$ cat src/rtl/assert_macros.svh
// ---------------------------------------------------------------------------
// assert_macros.svh
// Assertion shorthands used by the RTL.
// ---------------------------------------------------------------------------
`ifndef ASSERT_MACROS_SVH
`define ASSERT_MACROS_SVH

// Check a property at every rising edge of clk, held off during reset.
`define ASSERT_CLK(lbl, prop, msg) \
    lbl: assert property (@(posedge clk) disable iff (!rst_n) prop) else $error(msg);

// Check a property at every rising edge of clk, reset included.
`define ASSERT_CLK_ALWAYS(lbl, prop, msg) \
    lbl: assert property (@(posedge clk) prop) else $error(msg);

`endif

$ cat src/rtl/wnm_pkg.sv
`timescale 1ns / 1ps
// ---------------------------------------------------------------------------
// wnm_pkg
// Shared types, constants and NFA helper functions of the wildcard matcher.
// ---------------------------------------------------------------------------
package wnm_pkg;

    localparam int PATTERN_CHARS = 32;
    localparam int POS_W         = PATTERN_CHARS + 1;
    localparam int LEN_W         = 6;
    localparam int CFG_W         = 64;
    localparam int CFG_IDX_W     = 3;
    localparam int WORD_BYTES    = CFG_W / 8;
    localparam int CLOSE_LEVELS  = $clog2(POS_W);
    localparam int QUEUE_DEPTH   = 2;
    localparam int QCNT_W        = $clog2(QUEUE_DEPTH + 1);

    localparam logic [7:0] STAR_BYTE   = 8'h2A;
    localparam logic [7:0] PLUS_BYTE   = 8'h40;
    localparam logic [7:0] UPPER_FIRST = 8'h41;
    localparam logic [7:0] UPPER_LAST  = 8'h5A;

    typedef enum logic [CFG_IDX_W-1:0] {
        REG_PAT0 = 3'd0,
        REG_PAT1 = 3'd1,
        REG_PAT2 = 3'd2,
        REG_PAT3 = 3'd3,
        REG_LEN  = 3'd4
    } cfg_reg_t;

    typedef logic [PATTERN_CHARS-1:0] pos_mask_t;
    typedef logic [POS_W-1:0]         act_t;

    // Pattern configuration as seen by the front and the back.
    typedef struct packed {
        logic [PATTERN_CHARS*8-1:0] pattern;
        logic [LEN_W-1:0]           len;
        pos_mask_t                  star;
        act_t                       start;
        logic                       restart;
    } pat_cfg_t;

    // One classified item on its way from front to back.
    typedef struct packed {
        logic      last;
        pos_mask_t stay;
        pos_mask_t adv;
    } step_t;

    typedef struct packed {
        logic              full;
        logic              valid;
        logic [QCNT_W-1:0] count;
    } q_stat_t;

    function automatic logic [LEN_W-1:0] used_len(logic [LEN_W-1:0] len);
        if (len > LEN_W'(PATTERN_CHARS))
            return LEN_W'(PATTERN_CHARS);
        return len;
    endfunction

    function automatic logic nonupper(logic [7:0] b);
        return !((b >= UPPER_FIRST) && (b <= UPPER_LAST));
    endfunction

    function automatic pos_mask_t star_mask(logic [PATTERN_CHARS*8-1:0] pattern,
                                            logic [LEN_W-1:0] len);
        pos_mask_t m;
        m = '0;
        for (int i = 0; i < PATTERN_CHARS; i++)
            m[i] = (LEN_W'(i) < len) && (pattern[8*i +: 8] == STAR_BYTE);
        return m;
    endfunction

    // Propagate live positions across runs of stars: a parallel prefix
    // over generate (live) and propagate (star before this position).
    function automatic act_t star_closure(act_t set, pos_mask_t star);
        act_t g;
        act_t p;
        act_t g_n;
        act_t p_n;
        g = set;
        p = {star, 1'b0};
        for (int lv = 0; lv < CLOSE_LEVELS; lv++) begin
            g_n = g;
            p_n = p;
            for (int j = 0; j < POS_W; j++) begin
                if (j >= (1 << lv)) begin
                    g_n[j] = g[j] | (p[j] & g[j - (1 << lv)]);
                    p_n[j] = p[j] & p[j - (1 << lv)];
                end
                else begin
                    p_n[j] = 1'b0;
                end
            end
            g = g_n;
            p = p_n;
        end
        return g;
    endfunction

endpackage

$ cat src/rtl/wnm_cfg.sv
`timescale 1ns / 1ps
// ---------------------------------------------------------------------------
// wnm_cfg
// Pattern register file; derives used length, star mask and start set.
// ---------------------------------------------------------------------------
module wnm_cfg (
    input  logic                           clk,
    input  logic                           rst_n,
    input  logic                           cfg_write_en,
    input  logic [wnm_pkg::CFG_IDX_W-1:0]  cfg_index,
    input  logic [wnm_pkg::CFG_W-1:0]      cfg_data,
    output wnm_pkg::pat_cfg_t              cfg
);

    logic [3:0][wnm_pkg::CFG_W-1:0] pat_reg;
    logic [3:0][wnm_pkg::CFG_W-1:0] pat_next;
    logic [wnm_pkg::LEN_W-1:0]      len_reg;
    logic [wnm_pkg::LEN_W-1:0]      len_next;
    logic                           hit;
    logic [wnm_pkg::LEN_W-1:0]      len_used;

    always_comb
    begin
        pat_next = pat_reg;
        len_next = len_reg;
        hit      = 1'b0;
        if (cfg_write_en)
        begin
            case (cfg_index)
                wnm_pkg::REG_PAT0: begin pat_next[0] = cfg_data; hit = 1'b1; end
                wnm_pkg::REG_PAT1: begin pat_next[1] = cfg_data; hit = 1'b1; end
                wnm_pkg::REG_PAT2: begin pat_next[2] = cfg_data; hit = 1'b1; end
                wnm_pkg::REG_PAT3: begin pat_next[3] = cfg_data; hit = 1'b1; end
                wnm_pkg::REG_LEN:
                begin
                    len_next = cfg_data[wnm_pkg::LEN_W-1:0];
                    hit      = 1'b1;
                end
                default: hit = 1'b0;
            endcase
        end
    end

    always_ff @(posedge clk or negedge rst_n)
    begin
        if (!rst_n)
        begin
            pat_reg <= '0;
            len_reg <= '0;
        end
        else
        begin
            pat_reg <= pat_next;
            len_reg <= len_next;
        end
    end

    assign len_used    = wnm_pkg::used_len(len_reg);
    assign cfg.pattern = pat_reg;
    assign cfg.len     = len_used;
    assign cfg.star    = wnm_pkg::star_mask(pat_reg, len_used);
    assign cfg.start   = wnm_pkg::star_closure(wnm_pkg::POS_W'(1), cfg.star);
    assign cfg.restart = hit;

endmodule

$ cat src/rtl/wnm_front.sv
`timescale 1ns / 1ps
// ---------------------------------------------------------------------------
// wnm_front
// Accept name items and classify the byte against every pattern position.
// ---------------------------------------------------------------------------
module wnm_front (
    input  wnm_pkg::pat_cfg_t  cfg,
    input  logic               in_valid,
    output logic               in_ready,
    input  logic [7:0]         name_byte,
    input  logic               end_of_name,
    input  wnm_pkg::q_stat_t   q_stat,
    output logic               push,
    output wnm_pkg::step_t     entry
);

    logic pass;

    assign pass     = wnm_pkg::nonupper(name_byte);
    assign in_ready = !q_stat.full;
    assign push     = in_valid && in_ready;

    // Per position: stay on star or on '@' that takes this byte;
    // advance on '@' that takes it or on an equal literal.
    always_comb
    begin
        logic [7:0] pc;
        logic       live;
        logic       plus_ok;
        entry.last = end_of_name;
        entry.stay = '0;
        entry.adv  = '0;
        for (int i = 0; i < wnm_pkg::PATTERN_CHARS; i++)
        begin
            pc      = cfg.pattern[8*i +: 8];
            live    = wnm_pkg::LEN_W'(i) < cfg.len;
            plus_ok = (pc == wnm_pkg::PLUS_BYTE) && pass;
            entry.stay[i] = live && ((pc == wnm_pkg::STAR_BYTE) || plus_ok);
            entry.adv[i]  = live && (plus_ok ||
                            ((pc != wnm_pkg::STAR_BYTE) && (pc != wnm_pkg::PLUS_BYTE)
                             && (pc == name_byte)));
        end
    end

endmodule

$ cat src/rtl/wnm_queue.sv
`timescale 1ns / 1ps
// ---------------------------------------------------------------------------
// wnm_queue
// Two-entry queue of classified items between front and back.
// ---------------------------------------------------------------------------
module wnm_queue (
    input  logic              clk,
    input  logic              rst_n,
    input  logic              push,
    input  wnm_pkg::step_t    wr_item,
    input  logic              pop,
    output wnm_pkg::step_t    rd_item,
    output wnm_pkg::q_stat_t  stat
);

    wnm_pkg::step_t                 mem [wnm_pkg::QUEUE_DEPTH];
    logic                           wr_ptr_reg;
    logic                           wr_ptr_next;
    logic                           rd_ptr_reg;
    logic                           rd_ptr_next;
    logic [wnm_pkg::QCNT_W-1:0]     count_reg;
    logic [wnm_pkg::QCNT_W-1:0]     count_next;

    always_comb
    begin
        wr_ptr_next = push ? !wr_ptr_reg : wr_ptr_reg;
        rd_ptr_next = pop  ? !rd_ptr_reg : rd_ptr_reg;
        count_next  = count_reg;
        if (push && !pop)
            count_next = count_reg + wnm_pkg::QCNT_W'(1);
        else if (pop && !push)
            count_next = count_reg - wnm_pkg::QCNT_W'(1);
    end

    always_ff @(posedge clk)
    begin
        if (push)
            mem[wr_ptr_reg] <= wr_item;
    end

    always_ff @(posedge clk or negedge rst_n)
    begin
        if (!rst_n)
        begin
            wr_ptr_reg <= 1'b0;
            rd_ptr_reg <= 1'b0;
            count_reg  <= '0;
        end
        else
        begin
            wr_ptr_reg <= wr_ptr_next;
            rd_ptr_reg <= rd_ptr_next;
            count_reg  <= count_next;
        end
    end

    assign rd_item    = mem[rd_ptr_reg];
    assign stat.count = count_reg;
    assign stat.valid = count_reg != '0;
    assign stat.full  = count_reg == wnm_pkg::QCNT_W'(wnm_pkg::QUEUE_DEPTH);

endmodule

$ cat src/rtl/wnm_back.sv
`timescale 1ns / 1ps
// ---------------------------------------------------------------------------
// wnm_back
// Advance the set of live pattern positions and hold the verdict register.
// ---------------------------------------------------------------------------
module wnm_back (
    input  logic               clk,
    input  logic               rst_n,
    input  wnm_pkg::pat_cfg_t  cfg,
    input  wnm_pkg::q_stat_t   q_stat,
    input  wnm_pkg::step_t     item,
    output logic               pop,
    output logic               out_valid,
    input  logic               out_ready,
    output logic               matched
);

    wnm_pkg::act_t active_reg;
    wnm_pkg::act_t active_next;
    wnm_pkg::act_t stepped;
    logic          pend_reg;
    logic          out_valid_reg;
    logic          out_valid_next;
    logic          matched_reg;
    logic          matched_next;

    // Hold end items while a verdict still waits; data items pass unless a restart is pending.
    assign pop = q_stat.valid && !pend_reg &&
                 (!item.last || !out_valid_reg || out_ready);

    assign stepped = {1'b0, active_reg[wnm_pkg::PATTERN_CHARS-1:0] & item.stay}
                   | {active_reg[wnm_pkg::PATTERN_CHARS-1:0] & item.adv, 1'b0};

    always_comb
    begin
        active_next    = active_reg;
        matched_next   = matched_reg;
        out_valid_next = out_valid_reg && !out_ready;
        if (pend_reg)
            active_next = cfg.start;
        else if (pop)
        begin
            if (item.last)
            begin
                matched_next   = active_reg[cfg.len];
                out_valid_next = 1'b1;
                active_next    = cfg.start;
            end
            else
                active_next = wnm_pkg::star_closure(stepped, cfg.star);
        end
    end

    always_ff @(posedge clk or negedge rst_n)
    begin
        if (!rst_n)
        begin
            active_reg    <= wnm_pkg::POS_W'(1);
            pend_reg      <= 1'b0;
            out_valid_reg <= 1'b0;
        end
        else
        begin
            active_reg    <= active_next;
            pend_reg      <= cfg.restart;
            out_valid_reg <= out_valid_next;
        end
    end

    always_ff @(posedge clk)
    begin
        matched_reg <= matched_next;
    end

    assign out_valid = out_valid_reg;
    assign matched   = matched_reg;

endmodule

$ cat src/rtl/wildcard_name_matcher_top.sv
`timescale 1ns / 1ps
// ---------------------------------------------------------------------------
// wildcard_name_matcher_top
// Anchored whole-name wildcard matcher, one name byte per item.
// ---------------------------------------------------------------------------
// Usage:
//   Load the pattern through the write port: registers 0..3 hold pattern
//   bytes 0..31 (low byte first), register 4 the length. '*' takes any run
//   of bytes, '@' one or more bytes outside A..Z, other bytes are literal.
//   Any accepted register write restarts the current name.
//   Input channel (in_valid/in_ready): one name byte per item; an item with
//   end_of_name set closes the name, its byte is ignored.
//   Output channel (out_valid/out_ready): one matched flag per end item.
// Throughput: one item per cycle; a pending restart holds every item,
//   a waiting verdict the end items. The back end's NFA step and star
//   closure over 33 positions are combinational; out_valid is set at
//   the edge that pops the end item, after it has passed the queue.
// Stall: while a verdict waits on out_ready, data items keep flowing; the
//   next end item waits in the two-entry queue, which then backs up and
//   drops in_ready.
// Reset: empty pattern of length zero, which matches only an empty name;
//   queue and verdict register empty.
// ---------------------------------------------------------------------------
`include "assert_macros.svh"

module wildcard_name_matcher_top (
    input  logic                           clk,
    input  logic                           rst_n,
    input  logic                           cfg_write_en,
    input  logic [wnm_pkg::CFG_IDX_W-1:0]  cfg_index,
    input  logic [wnm_pkg::CFG_W-1:0]      cfg_data,
    input  logic                           in_valid,
    output logic                           in_ready,
    input  logic [7:0]                     name_byte,
    input  logic                           end_of_name,
    output logic                           out_valid,
    input  logic                           out_ready,
    output logic                           matched
);

    wnm_pkg::pat_cfg_t cfg;
    wnm_pkg::q_stat_t  q_stat;
    wnm_pkg::step_t    wr_item;
    wnm_pkg::step_t    rd_item;
    logic              push;
    logic              pop;

    // Pattern registers and derived masks.
    wnm_cfg u_cfg (
        .clk          (clk),
        .rst_n        (rst_n),
        .cfg_write_en (cfg_write_en),
        .cfg_index    (cfg_index),
        .cfg_data     (cfg_data),
        .cfg          (cfg)
    );

    // Front: accept an item and turn its byte into stay/advance masks.
    wnm_front u_front (
        .cfg         (cfg),
        .in_valid    (in_valid),
        .in_ready    (in_ready),
        .name_byte   (name_byte),
        .end_of_name (end_of_name),
        .q_stat      (q_stat),
        .push        (push),
        .entry       (wr_item)
    );

    // Decouple front and back so either can stall on its own.
    wnm_queue u_queue (
        .clk     (clk),
        .rst_n   (rst_n),
        .push    (push),
        .wr_item (wr_item),
        .pop     (pop),
        .rd_item (rd_item),
        .stat    (q_stat)
    );

    // Back: advance the live-position set, emit the verdict on end items.
    wnm_back u_back (
        .clk       (clk),
        .rst_n     (rst_n),
        .cfg       (cfg),
        .q_stat    (q_stat),
        .item      (rd_item),
        .pop       (pop),
        .out_valid (out_valid),
        .out_ready (out_ready),
        .matched   (matched)
    );

    // Queue never holds more than its depth.
    `ASSERT_CLK_ALWAYS(a_q_bound, (q_stat.count <= wnm_pkg::QCNT_W'(wnm_pkg::QUEUE_DEPTH)), "queue over depth")
    // Back never pops an empty queue.
    `ASSERT_CLK(a_pop_valid, (pop |-> q_stat.valid), "pop from empty queue")
    // The cycle after a register write is spent on restart, not on items.
    `ASSERT_CLK(a_restart_gap, (cfg.restart |=> !pop), "pop during restart")
    // A waiting verdict blocks the next end item.
    `ASSERT_CLK(a_end_hold, ((out_valid && !out_ready && rd_item.last) |-> !pop), "verdict overwritten")

endmodule

$ cat config.mk
export PLATFORM = sky130hd
export DESIGN_NAME = wildcard_name_matcher_top
export DESIGN_NICKNAME = d
export VERILOG_FILES = /design/src/rtl/wnm_pkg.sv /design/src/rtl/wnm_cfg.sv /design/src/rtl/wnm_front.sv /design/src/rtl/wnm_queue.sv /design/src/rtl/wnm_back.sv /design/src/rtl/wildcard_name_matcher_top.sv
export VERILOG_INCLUDE_DIRS = /design/src /design/src/rtl
export SDC_FILE = /design/constraint.sdc
export NUM_CORES = 1
export LEC_CHECK = 0
export BUFFER_PORTS_ARGS = -buffer_cell sky130_fd_sc_hd__buf_2
export CAP_MARGIN = 5
export CELL_PAD_IN_SITES_DETAIL_PLACEMENT = 1
export CELL_PAD_IN_SITES_GLOBAL_PLACEMENT = 2
export CORE_MARGIN = 8
export CORE_UTILIZATION = 45
export CTS_CLUSTER_DIAMETER = 100
export DETAILED_ROUTE_END_ITERATION = 8
export PLACE_DENSITY = 0.86
export SETUP_SLACK_MARGIN = 0.1
export SLEW_MARGIN = 10
export SYNTH_ARGS = -nofsm -noshare
export SYNTH_HDL_FRONTEND = slang
export SYNTH_SLANG_ARGS = --single-unit
$ cat constraint.sdc
create_clock -name clk -period 5.63 [get_ports clk]
set_input_delay 0.8445 -clock clk [delete_from_list [all_inputs] [get_ports clk]]
set_output_delay 0.8445 -clock clk [all_outputs]
set_load 0.05 [all_outputs]
# --- Word level (Yosys, flattened, before mapping) ---
# Memories as Yosys holds them, arrays and structs flattened.
# Cells that the tools add are included.
totals:
  ff_bits: 302
  latchBits: 0
  mem_bits_rw: 130
  romBits: 0
  inputBits: 81
  mem_count: 1
classes:
  n_addsub: 2
  mul: 0
  n_div: 0
  order_cmp: 36
  eq_ne: 165
  shift: 0
  n_mux: 680
  bitwise_logic: 475
  n_reduce_logical: 286
mem_list:
  columns: ["name", "depth", "width", "read_ports", "rd_clocked_by_memory_dff", "write_ports", "line", "text"]
  rows:
  - ["u_queue.mem", 2, 65, 1, 0, 1, "wnm_queue.sv:16", "wnm_pkg::step_t mem [wnm_pkg::QUEUE_DEPTH];"]
ops:
  columns: ["cell", "n"]
  rows:
  - ["two-way mux 1 bit", 672]
  - ["bitwise AND 1 bit", 336]
  - ["equality test 8 x 6 -> 1 bit, second input constant", 32]
  - ["equality test 8 x 7 -> 1 bit, second input constant", 32]
  - ["equality test 8 bit", 32]
  - ["!= test 8 x 6 -> 1 bit, second input constant", 32]
  - ["!= test 8 x 7 -> 1 bit, second input constant", 32]
  - ["logical AND 1 bit", 199]
  - ["bitwise OR 1 bit", 135]
  - ["two-way mux 33 bit", 3]
  - ["< comparator 5 x 6 -> 1 bit, first input constant", 16]
  - ["logical OR 1 bit", 66]
  - ["bitwise AND 32 bit", 2]
  - ["< comparator 4 x 6 -> 1 bit, first input constant", 8]
  - ["bitwise OR 32 x 33 -> 33 bit", 1]
  - ["< comparator 3 x 6 -> 1 bit, first input constant", 4]
  - ["< comparator 1 x 6 -> 1 bit, first input constant", 2]
  - ["< comparator 2 x 6 -> 1 bit, first input constant", 2]
  - ["two-way mux 6 bit", 2]
  - ["zero test 1 bit", 10]
  - ["AND reduction 2 bit", 5]
  - [">= comparator 8 x 7 -> 1 bit, second input constant", 1]
  - ["<= comparator 8 x 7 -> 1 bit, second input constant", 1]
  - ["< comparator 6 x 7 -> 1 bit, second input constant", 1]
  - ["14 further kinds", 18]

# --- Depth between registers and ports, before layout ---
# Gate-level depths: netlist of the first run.
depth:
  ltp_word: 34
  mapped_depth: 12
  ltp_nobuf: 9

# --- Cells and area by module ---
# Synthesis of the first run repeated with hierarchy kept, for this count alone.
unflattened:
  hier_cells: 2167
  area_unflattened_um2: 25114.1
modules_own_cells:
  columns: ["mod", "n_inst", "cells_each", "area_each_um2", "seq_area_each_um2"]
  rows:
  - ["wnm_cfg", 1, 805, 11593.6, 6556.3]
  - ["wnm_front", 1, 737, 5290.1, 0.0]
  - ["wnm_queue", 1, 218, 5041.1, 4003.8]
  - ["wnm_back", 1, 407, 3189.3, 907.1]

# --- Worst setup path after synthesis of the first run ---
# OpenSTA, ideal clock, no wires.
synth_timing:
  kind: "reg2reg"
  start: "register u_queue.count_reg[0] (netlist name)"
  end: "memory u_queue.mem[0][0] (netlist name) (enable)"
  setup_time_ns: 0.489
  arrival_time_ns: 3.795
  setup_slack_ns: 1.347
  path_stages_with_launch: 4
  n_path_buf: 0
  period_less_slack_ns: 4.283
  cell_sequence: "dfrtp_1 nand2b_1 nand2_1 nor2_1"
synth_between:
  elab_chain_cells: 5
synth_lines:
  columns: ["item", "line", "text"]
  rows:
  - ["start: declaration", "wnm_queue.sv:21", "logic [wnm_pkg::QCNT_W-1:0] count_reg;"]
  - ["start signal: assignment", "wnm_queue.sv:53", "count_reg <= count_next;"]
  - ["equality test 2 bit", "wnm_queue.sv:60", "assign stat.full = count_reg == wnm_pkg::QCNT_W'(wnm_pkg::QUEUE_DEPTH);"]
  - ["zero test 1 bit", "wnm_front.sv:20", "assign in_ready = !q_stat.full;"]
  - ["named net in_ready", "wildcard_name_matcher_top.sv:33", "output logic in_ready,"]
  - ["logical AND 1 bit", "wnm_front.sv:21", "assign push = in_valid && in_ready;"]
  - ["two-way mux 1 bit", "wnm_queue.sv:37", "if (push)"]
  - ["two-way mux 1 bit (not written as such)", "wnm_queue.sv:38", "mem[wr_ptr_reg] <= wr_item;"]
  - ["end: declaration", "wnm_queue.sv:16", null]
# The timed path passes the listed nets, and every way through them passes these cells.

# --- Worst setup path in the final report of the first run ---
layout_timing:
  start: "register u_cfg.len_reg[5] (netlist name)"
  end: "register u_back.active_reg[30]"
layout_between:
  elab_chain_cells: 29
layout_lines:
  columns: ["item", "line", "text"]
  rows:
  - ["start: declaration", "wnm_cfg.sv:17", "logic [wnm_pkg::LEN_W-1:0] len_reg;"]
  - ["start signal: assignment", "wnm_cfg.sv:54", "len_reg <= len_next;"]
  - ["> comparator 6 bit", "wnm_pkg.sv:57", "if (len > LEN_W'(PATTERN_CHARS))"]
  - ["two-way mux 1 bit", "wnm_pkg.sv:57", null]
  - ["two-way mux 6 bit (*)", "wnm_pkg.sv:59", "return len;"]
  - ["< comparator 4 x 6 -> 1 bit, or another cell as far along", "wnm_pkg.sv:71", "m[i] = (LEN_W'(i) < len) && (pattern[8*i +: 8] == STAR_BYTE);"]
  - ["logical AND 1 bit", "wnm_pkg.sv:71", null]
  - ["bitwise AND 1 bit (on tied branches)", "wnm_pkg.sv:89, wnm_pkg.sv:90", null]
  - ["bitwise OR 1 bit or two-way mux 1 bit (tied branches)", "wnm_pkg.sv:89, wnm_back.sv:43", null]
  - ["two-way mux 1 bit (on tied branches)", "wnm_back.sv:43, wnm_back.sv:41", null]
  - ["(+13 left out)", null, null]
  - ["bitwise OR 1 bit or two-way mux 1 bit (tied branches)", "wnm_pkg.sv:89, wnm_back.sv:43", null]
  - ["two-way mux 1 bit (on tied branches)", "wnm_back.sv:43, wnm_back.sv:41", null]
  - ["two-way mux 1 bit (on tied branches)", "wnm_back.sv:41, wnm_back.sv:39", null]
  - ["two-way mux 1 bit or bitwise AND 1 bit (tied branches)", "wnm_back.sv:39, wnm_pkg.sv:89", null]
  - ["bitwise OR 1 bit", "wnm_pkg.sv:89", "g_n[j] = g[j] | (p[j] & g[j - (1 << lv)]);"]
  - ["two-way mux 33 bit", "wnm_back.sv:43", "if (item.last)"]
  - ["two-way mux 33 bit", "wnm_back.sv:41", "else if (pop)"]
  - ["two-way mux 33 bit (*)", "wnm_back.sv:39", "if (pend_reg)"]
  - ["end signal: assignment", "wnm_back.sv:58", "active_reg <= wnm_pkg::POS_W'(1);"]
  - ["end signal: assignment", "wnm_back.sv:64", "active_reg <= active_next;"]
  - ["end: declaration", "wnm_back.sv:18", "wnm_pkg::act_t active_reg;"]
# Every way passes the cells marked *; elsewhere a longest branch is shown, timed or not. The select of a mux whose other input is x is not followed.
# A chain may end at the register's enable or synchronous reset.

==> flow_metrics.tcl, run 1 <==
set metrics [dict create \
    synth_cell_types 76 \
    cts_tree "done" \
    cp_cell_sequence "or3_1 > o211ai_1 > and4b_1 > nand2_1 > a21oi_1 > o311ai_0 > a21oi_1 > nor2_1 > o21ai_0" \
    postCtsSetupRepairBufs 0 \
    yosys.area_share.adder_pct 0.0544 \
    maximum_clock_frequency_ghz 0.232 \
    crit_family "compound AO/OA/AOI/OAI gates" \
    post-route-period-util_pct 76.6 \
    numPlacedInstances 2673 \
    seqPwrFrac_pct 43.7 \
    clk_transition_reported_paths_ns 0.06 \
    worstPathRequired_ns 6.09 \
    num_antenna_cells 0 \
    final_design_instance_area_without_fill_sq_um 25700 \
    critical_path.startpoint_type "register" \
    fillers 5374 \
    syn_avg_cell_area_sq_um 11.6 \
    switching_power_mw 3.90 \
    mappedNetlistArea_sq_um 23000 \
    post_dp_cell_area_sq_um 24100 \
    hold_path_class "in -> async" \
    fp.dieW_um 242 \
    antenna_violations_before_repair 0 \
    globalplace.congestion 1.04 \
    combPwrFrac_pct 27.7 \
    multi_input_comb_area_sq_um 11100 \
    pin_count 84 \
    finalClockSkew_ns 0.0151 \
    pnr_total_power_mw 11.0 \
    clock_path_buffers 3 \
    grt_pass1_vias 18200 \
    r2r_end "u_back.active_reg[30]" \
    worst-r2r-setup-slack_ns 1.32 \
    worst_r2r_startpoint "u_cfg.len_reg[5]" \
    floorplan.die_area_sq_um 58600 \
    initial_core_util_pct 45.2 \
    timing.setup.tns_ns 0 \
    rsz0062_at_grt "false" \
    setup_viol_count_final 0 \
    cp_num_buf_inv 0 \
    post_synth_and_or_nand_nor_area_fraction_pct 12.9 \
    worstMarginPinSlew_ns 1.16 \
    int_pwr_mw 7.13 \
    yosys_register_bits 432 \
    worst_r2r_path_depth 9 \
    synthToLayoutAreaGrowth_pct 11.9 \
    setup_slack_placement_ns 1.55 \
    track_usage_pct 25.9 \
    synthXorXnorAreaFrac_pct 9.95 \
    end_kind "register" \
    critPathMaxFanout 29 \
    number_of_buffers_inserted_by_port_buffering 83 \
    main_combinational_cell_family_by_area_after_synthesis "multiplexers" \
    postCtsHoldBufs 0 \
    post_synth_inst_count 1982 \
    grt.overflow.total 0 \
    critPathMostFrequentCell "a21oi_1" \
    drtAntennaViolNets 0 \
    iteration_0_drc_count_of_the_detailed_router 1459 \
    seq_area_sq_um 11500 \
    power_density_nw_per_um2 429 \
    timing_hold_violations_final 0 \
    outcome "completed" \
    core_region_area_sq_um 50900 \
    irDropWorstVdd_uv 326 \
    postSynthNetCount 2064 \
    grt_max_degree 113 \
    cts.sink_count 432 \
    worst_slack_ns 1.32 \
    synthArstFlopShare_pct 69.7 \
    slowest_stage "o311ai_0" \
    dr_total_vias 17100 \
    instances_no_fill 2765 \
    drv.max_cap_violation_count 0 \
    route.final.wire_length_um 77000 \
    num_rows 83 \
    drt-pass1-iter-count 5 \
    arrival_ns 4.77 \
    cts_inserted_buffers 49 \
    cts_resized 0 \
    route.detailed.vias_per_inst 6.17 \
    synth_seq_area_share_pct 49.9 \
    synth_ff_type "dfrtp_1" \
    cts-htree-levels 2 \
    ys_warn_count 0 \
    dp_hpwl_um 55100 \
    route.detailed.drc 0 \
    synth-edff-count 131 \
    clkPwrFrac_pct 28.6 \
    max-slew-margin-rel_pct 22.0 \
    setup.worst_path.class "reg -> reg" \
    synthMuxAreaShare_pct 16.7 \
    clk_root_buffer_cell "clkbuf_16" \
    chipHeight_um 242 \
    largest_reg_flops 256 \
    layout.nets 2126 \
    layout-drive-gt1-share_pct 26.3 \
    slew_viol_final 0 \
    insertion_delay_ns 0.60 \
    critPathMaxStageDelay_ns 0.80 \
    synth-compound-area-share_pct 8.55 \
    p_leak_nw 9.70 \
    wire_length_of_the_first_global_routing_pass_um 118000 \
    finalCriticalPeriod_ns 4.31 \
    wl_per_cell_um 27.8 \
    switching_share_pct 35.4 \
]
## cell type report
class / count / area share (%)
flip-flops and latches: 432 / 44.6
clock buffers: 63 / 5.13
clock inverters: 29 / 0.997
multi-input cells: 1437 / 43.2
well taps: 680 / 3.31
repair buffers: 112 / 2.60
inverters: 12 / 0.175
## cells by family (layout without fill, tap and decap cells)
group,count (synthesis),after routing
adder cells (fa/ha/maj),1,1
buffers and inverters,113,216
XOR/XNOR,261,261
AND/OR/NAND/NOR,527,527
multiplexers,340,340
AO/OA/AOI/OAI,308,308
flip-flops,432,432
## metrics by stage
step / hold WS, ns / util [%]
2_1_floorplan: 0.460 / -
3_3_place_gp: 0.487 / 47.5
3_5_place_dp: 0.503 / 47.5
4_1_cts: 0.296 / 50.5
5_1_grt: 0.288 / 50.5
6_report: 0.224 / 50.5
## cells in the mapped netlist, types with 11 or more instances
library cell | number | share of area, %
o211ai_1 | 13 | 0.42
nand4_1 | 33 | 0.90
nor2b_1 | 11 | 0.30
edfxtp_1 | 131 | 17
or4_1 | 24 | 0.78
or3_1 | 13 | 0.35
mux2i_1 | 11 | 0.48
nand3_1 | 50 | 1.1
nor2_1 | 100 | 1.6
inv_1 | 12 | 0.20
mux2_2 | 326 | 16
and4b_1 | 16 | 0.70
o21a_1 | 12 | 0.39
nor4_1 | 80 | 2.2
xor2_1 | 169 | 6.4
or2_2 | 11 | 0.30
buf_1 | 13 | 0.21
nand4b_1 | 14 | 0.53
nand2_1 | 84 | 1.4
o21ai_0 | 65 | 1.4
nor4b_1 | 18 | 0.69
nand2b_1 | 22 | 0.60
clkbuf_1 | 82 | 1.3
nor3_1 | 25 | 0.54
a22oi_1 | 35 | 1.1
a21oi_1 | 94 | 2.0
a31oi_1 | 12 | 0.33
dfrtp_1 | 300 | 33
xnor2_1 | 92 | 3.5
o31ai_1 | 14 | 0.46
## metal layers
metal | track usage, % | vias up | wire length (um)
met5 | 0 | - | 0
met4 | 6.67 | 0 | 1780
met3 | 3.44 | 119 | 4040
met2 | 40.9 | 489 | 35600
met1 | 37.2 | 8967 | 35600
li1 | - | 7497 | -
## placed cells by master (no fill, tap or decap), types with 14 or more instances in the layout
master and n:
o31ai_1 14, and4b_1 16, nor2_1 98, or4_1 24, nor3_1 22, nor4b_1 18
clkbuf_16 49, xor2_1 169, xnor2_1 92, dfrtp_1 299, o21ai_0 65, nand2b_1 22
nand4_1 33, nor4_1 80, edfxtp_1 131, a22oi_1 35, buf_4 27, nand4b_1 14
mux2_2 326, nand2_1 84, nand3_1 50, a21oi_1 94, buf_2 82
## power by group through the flow
stage,clock network (mW),logic [mW],registers [mW]
after floorplan,0,2.15,4.55
after global placement,0,2.93,4.78
after detailed placement,0,3.02,4.84
after CTS,3.21,3.05,4.80
after global routing,3.32,3.28,4.90
final,3.16,3.05,4.82
## worst reg2reg max path, stage by stage (launching register included)
cell	delay [ns]
dfrtp_1	0.79
or3_1	0.79
o211ai_1	0.76
and4b_1	0.33
nand2_1	0.11
a21oi_1	0.06
o311ai_0	0.80
a21oi_1	0.16
nor2_1	0.22
o21ai_0	0.14
## how the worst max path moves through the flow
stage,to,cells past startpoint,start
global placement,u_back.active_reg[30],9,u_cfg.len_reg[5]
detailed placement,u_back.active_reg[30],9,u_cfg.len_reg[5]
global route,u_back.active_reg[30],9,u_cfg.len_reg[5]
floorplan,u_queue.mem[0][0],3,u_queue.count_reg[0]
CTS,u_back.active_reg[30],9,u_cfg.len_reg[5]
finish,u_back.active_reg[30],9,u_cfg.len_reg[5]
Note: power is estimated with default switching activity, not from simulation.
==> inputs of run 2 (changes only) <==
--- a/config.mk
+++ b/config.mk
@@ -11,10 +11,10 @@
 export CELL_PAD_IN_SITES_DETAIL_PLACEMENT = 1
 export CELL_PAD_IN_SITES_GLOBAL_PLACEMENT = 2
 export CORE_MARGIN = 8
-export CORE_UTILIZATION = 45
+export CORE_UTILIZATION = 43
 export CTS_CLUSTER_DIAMETER = 100
 export DETAILED_ROUTE_END_ITERATION = 8
-export PLACE_DENSITY = 0.86
+export PLACE_DENSITY = 0.83
 export SETUP_SLACK_MARGIN = 0.1
 export SLEW_MARGIN = 10
 export SYNTH_ARGS = -nofsm -noshare
==> constraint.sdc (replaced) <==
create_clock -name clk -period 4.5 [get_ports clk]
set_input_delay 0.675 -clock clk [delete_from_list [all_inputs] [get_ports clk]]
set_output_delay 0.675 -clock clk [all_outputs]
set_load 0.05 [all_outputs]
==> flow_metrics.tcl, run 2 (synthesized netlist as in run 1, its figures left out) <==
set metrics [dict create \
    pin_count 84 \
    worst_r2r_path_depth 10 \
    route.detailed.drc 0 \
    grt_pass1_vias 18000 \
    slew_viol_final 0 \
    worstMarginPinSlew_ns 1.27 \
    rsz0062_at_grt "false" \
    route.detailed.vias_per_inst 6.09 \
    dr_total_vias 16900 \
    p_leak_nw 9.80 \
    core_region_area_sq_um 52700 \
    cts_tree "done" \
    finalClockSkew_ns 0.0175 \
    drt-pass1-iter-count 5 \
    worst_slack_ns 0.777 \
    globalplace.congestion 0.976 \
    wire_length_of_the_first_global_routing_pass_um 115000 \
    num_rows 84 \
    hold_ws_ns 0.111 \
    grt.overflow.total 0 \
    numPlacedInstances 2691 \
    final_design_instance_area_without_fill_sq_um 25900 \
    largest_reg_flops 256 \
    post_dp_cell_area_sq_um 24200 \
    layout-drive-gt1-share_pct 26.8 \
    insertion_delay_ns 0.61 \
    initial_core_util_pct 43.6 \
    grt_max_degree 100 \
    max-slew-margin-rel_pct 15.3 \
    outcome "completed" \
    worst_r2r_startpoint "u_cfg.len_reg[3]" \
    route.final.wire_length_um 76100 \
    arrival_ns 4.24 \
    cts_resized 0 \
    finalCriticalPeriod_ns 3.72 \
    utilization_pct 49.1 \
    floorplan.die_area_sq_um 61100 \
    instances_no_fill 2782 \
    clk_root_buffer_cell "clkbuf_16" \
    critical_path.startpoint_type "register" \
    layout_commonest_cell "mux2_2" \
    power_density_nw_per_um2 534 \
    number_of_buffers_inserted_by_port_buffering 83 \
    cts-htree-levels 2 \
    worstPathRequired_ns 5.02 \
    cts_inserted_buffers 49 \
    worst-r2r-setup-slack_ns 0.78 \
    switching_power_mw 4.76 \
    clock_path_buffers 3 \
    hold_path_class "in -> async" \
    timing_hold_violations_final 0 \
    maximum_clock_frequency_ghz 0.269 \
    postCtsHoldBufs 0 \
    setup_viol_count_final 0 \
    layout.nets 2136 \
    post-route-period-util_pct 82.7 \
    antenna_violations_before_repair 3 \
    end_kind "register" \
    switching_share_pct 34.5 \
    track_usage_pct 24.8 \
    setup.worst_path.class "reg -> reg" \
    clk_transition_reported_paths_ns 0.06 \
    seqPwrFrac_pct 43.7 \
    irDropWorstVdd_uv 334 \
    r2r_end "u_back.active_reg[32]" \
    drtAntennaViolNets 0 \
    fp.dieW_um 247 \
    setup_slack_placement_ns 0.855 \
    timing.setup.tns_ns 0 \
    cts.sink_count 432 \
    drv.max_cap_violation_count 0 \
    postCtsSetupRepairBufs 0 \
    clkPwrFrac_pct 29.1 \
    iteration_0_drc_count_of_the_detailed_router 1225 \
    pnr_total_power_mw 13.8 \
    dp_hpwl_um 55000 \
    final_cell_mix "326 x mux2_2, 299 x dfrtp_1, 169 x xor2_1" \
    critPathMaxFanout 27 \
    fillers 5510 \
    wl_per_cell_um 27.4 \
    int_pwr_mw 9.04 \
    chipHeight_um 247 \
    combPwrFrac_pct 27.2 \
    synthToLayoutAreaGrowth_pct 12.5 \
]
==> run 2: cell types whose count changed in the layout (fill, tap and decap cells not counted), moves of 2 or more <==
cell / change
clkinv_1: -5
clkbuf_16: +4
buf_4: +9
clkinv_2: +2
clkbuf_8: +2
clkinvlp_4: -4
clkinv_8: -2
==> run 2: final cells by class <==
type / count / area [sq um] / share of cell area, %
Antenna cell: 1 / 2.50 / 0.00968
Clock inverter: 20 / 161 / 0.624
Sequential cell: 432 / 11500 / 44.4
Clock buffer: 70 / 1450 / 5.61
Multi-Input combinational cell: 1437 / 11100 / 43.0
Inverter: 12 / 45.0 / 0.174
Timing Repair Buffer: 122 / 756 / 2.92
Tap cell: 688 / 861 / 3.33
==> run 2: worst max path at each step <==
| stage | from | endpoint | slack [ns] |
|---|---|---|---|
| 2_1_floorplan | u_queue.count_reg[0] | u_queue.mem[0][0] | 0.22 |
| 3_3_place_gp | u_cfg.len_reg[3] | u_back.active_reg[25] | 0.94 |
| 3_5_place_dp | u_cfg.len_reg[3] | u_back.active_reg[32] | 0.85 |
| 4_1_cts | u_cfg.len_reg[3] | u_back.active_reg[32] | 0.83 |
| 5_1_grt | u_cfg.len_reg[3] | u_back.active_reg[32] | 0.49 |
| 6_report | u_cfg.len_reg[3] | u_back.active_reg[32] | 0.78 |
==> run 2: power groups by stage <==
stage               combinational [mW]  clock, mW  sequential [mW]
floorplan                         2.68          0             5.69
global placement                  3.62          0             6.01
detailed placement                3.73          0             6.08
CTS                               3.76       4.09             6.02
global route                      4.05       4.23             6.16
finish                            3.76       4.02             6.03
==> run 2: worst max-delay path: stages, from the launching register on <==
cell and delay [ns]:
dfrtp_1 0.95, nor3_2 0.09, buf_4 0.21, a211o_1 0.34, nor4_1 0.52, nand2b_1 0.16
o21ai_0 0.21, a41oi_2 0.28, o41ai_1 0.48, a41oi_1 0.22, o21ai_1 0.18
==> run 2: layer usage <==
metal	GRT usage, %	wire length [um]
met5	0	0
met4	8.64	2730
met3	4.39	4090
met2	40.2	35600
met1	33.3	33600
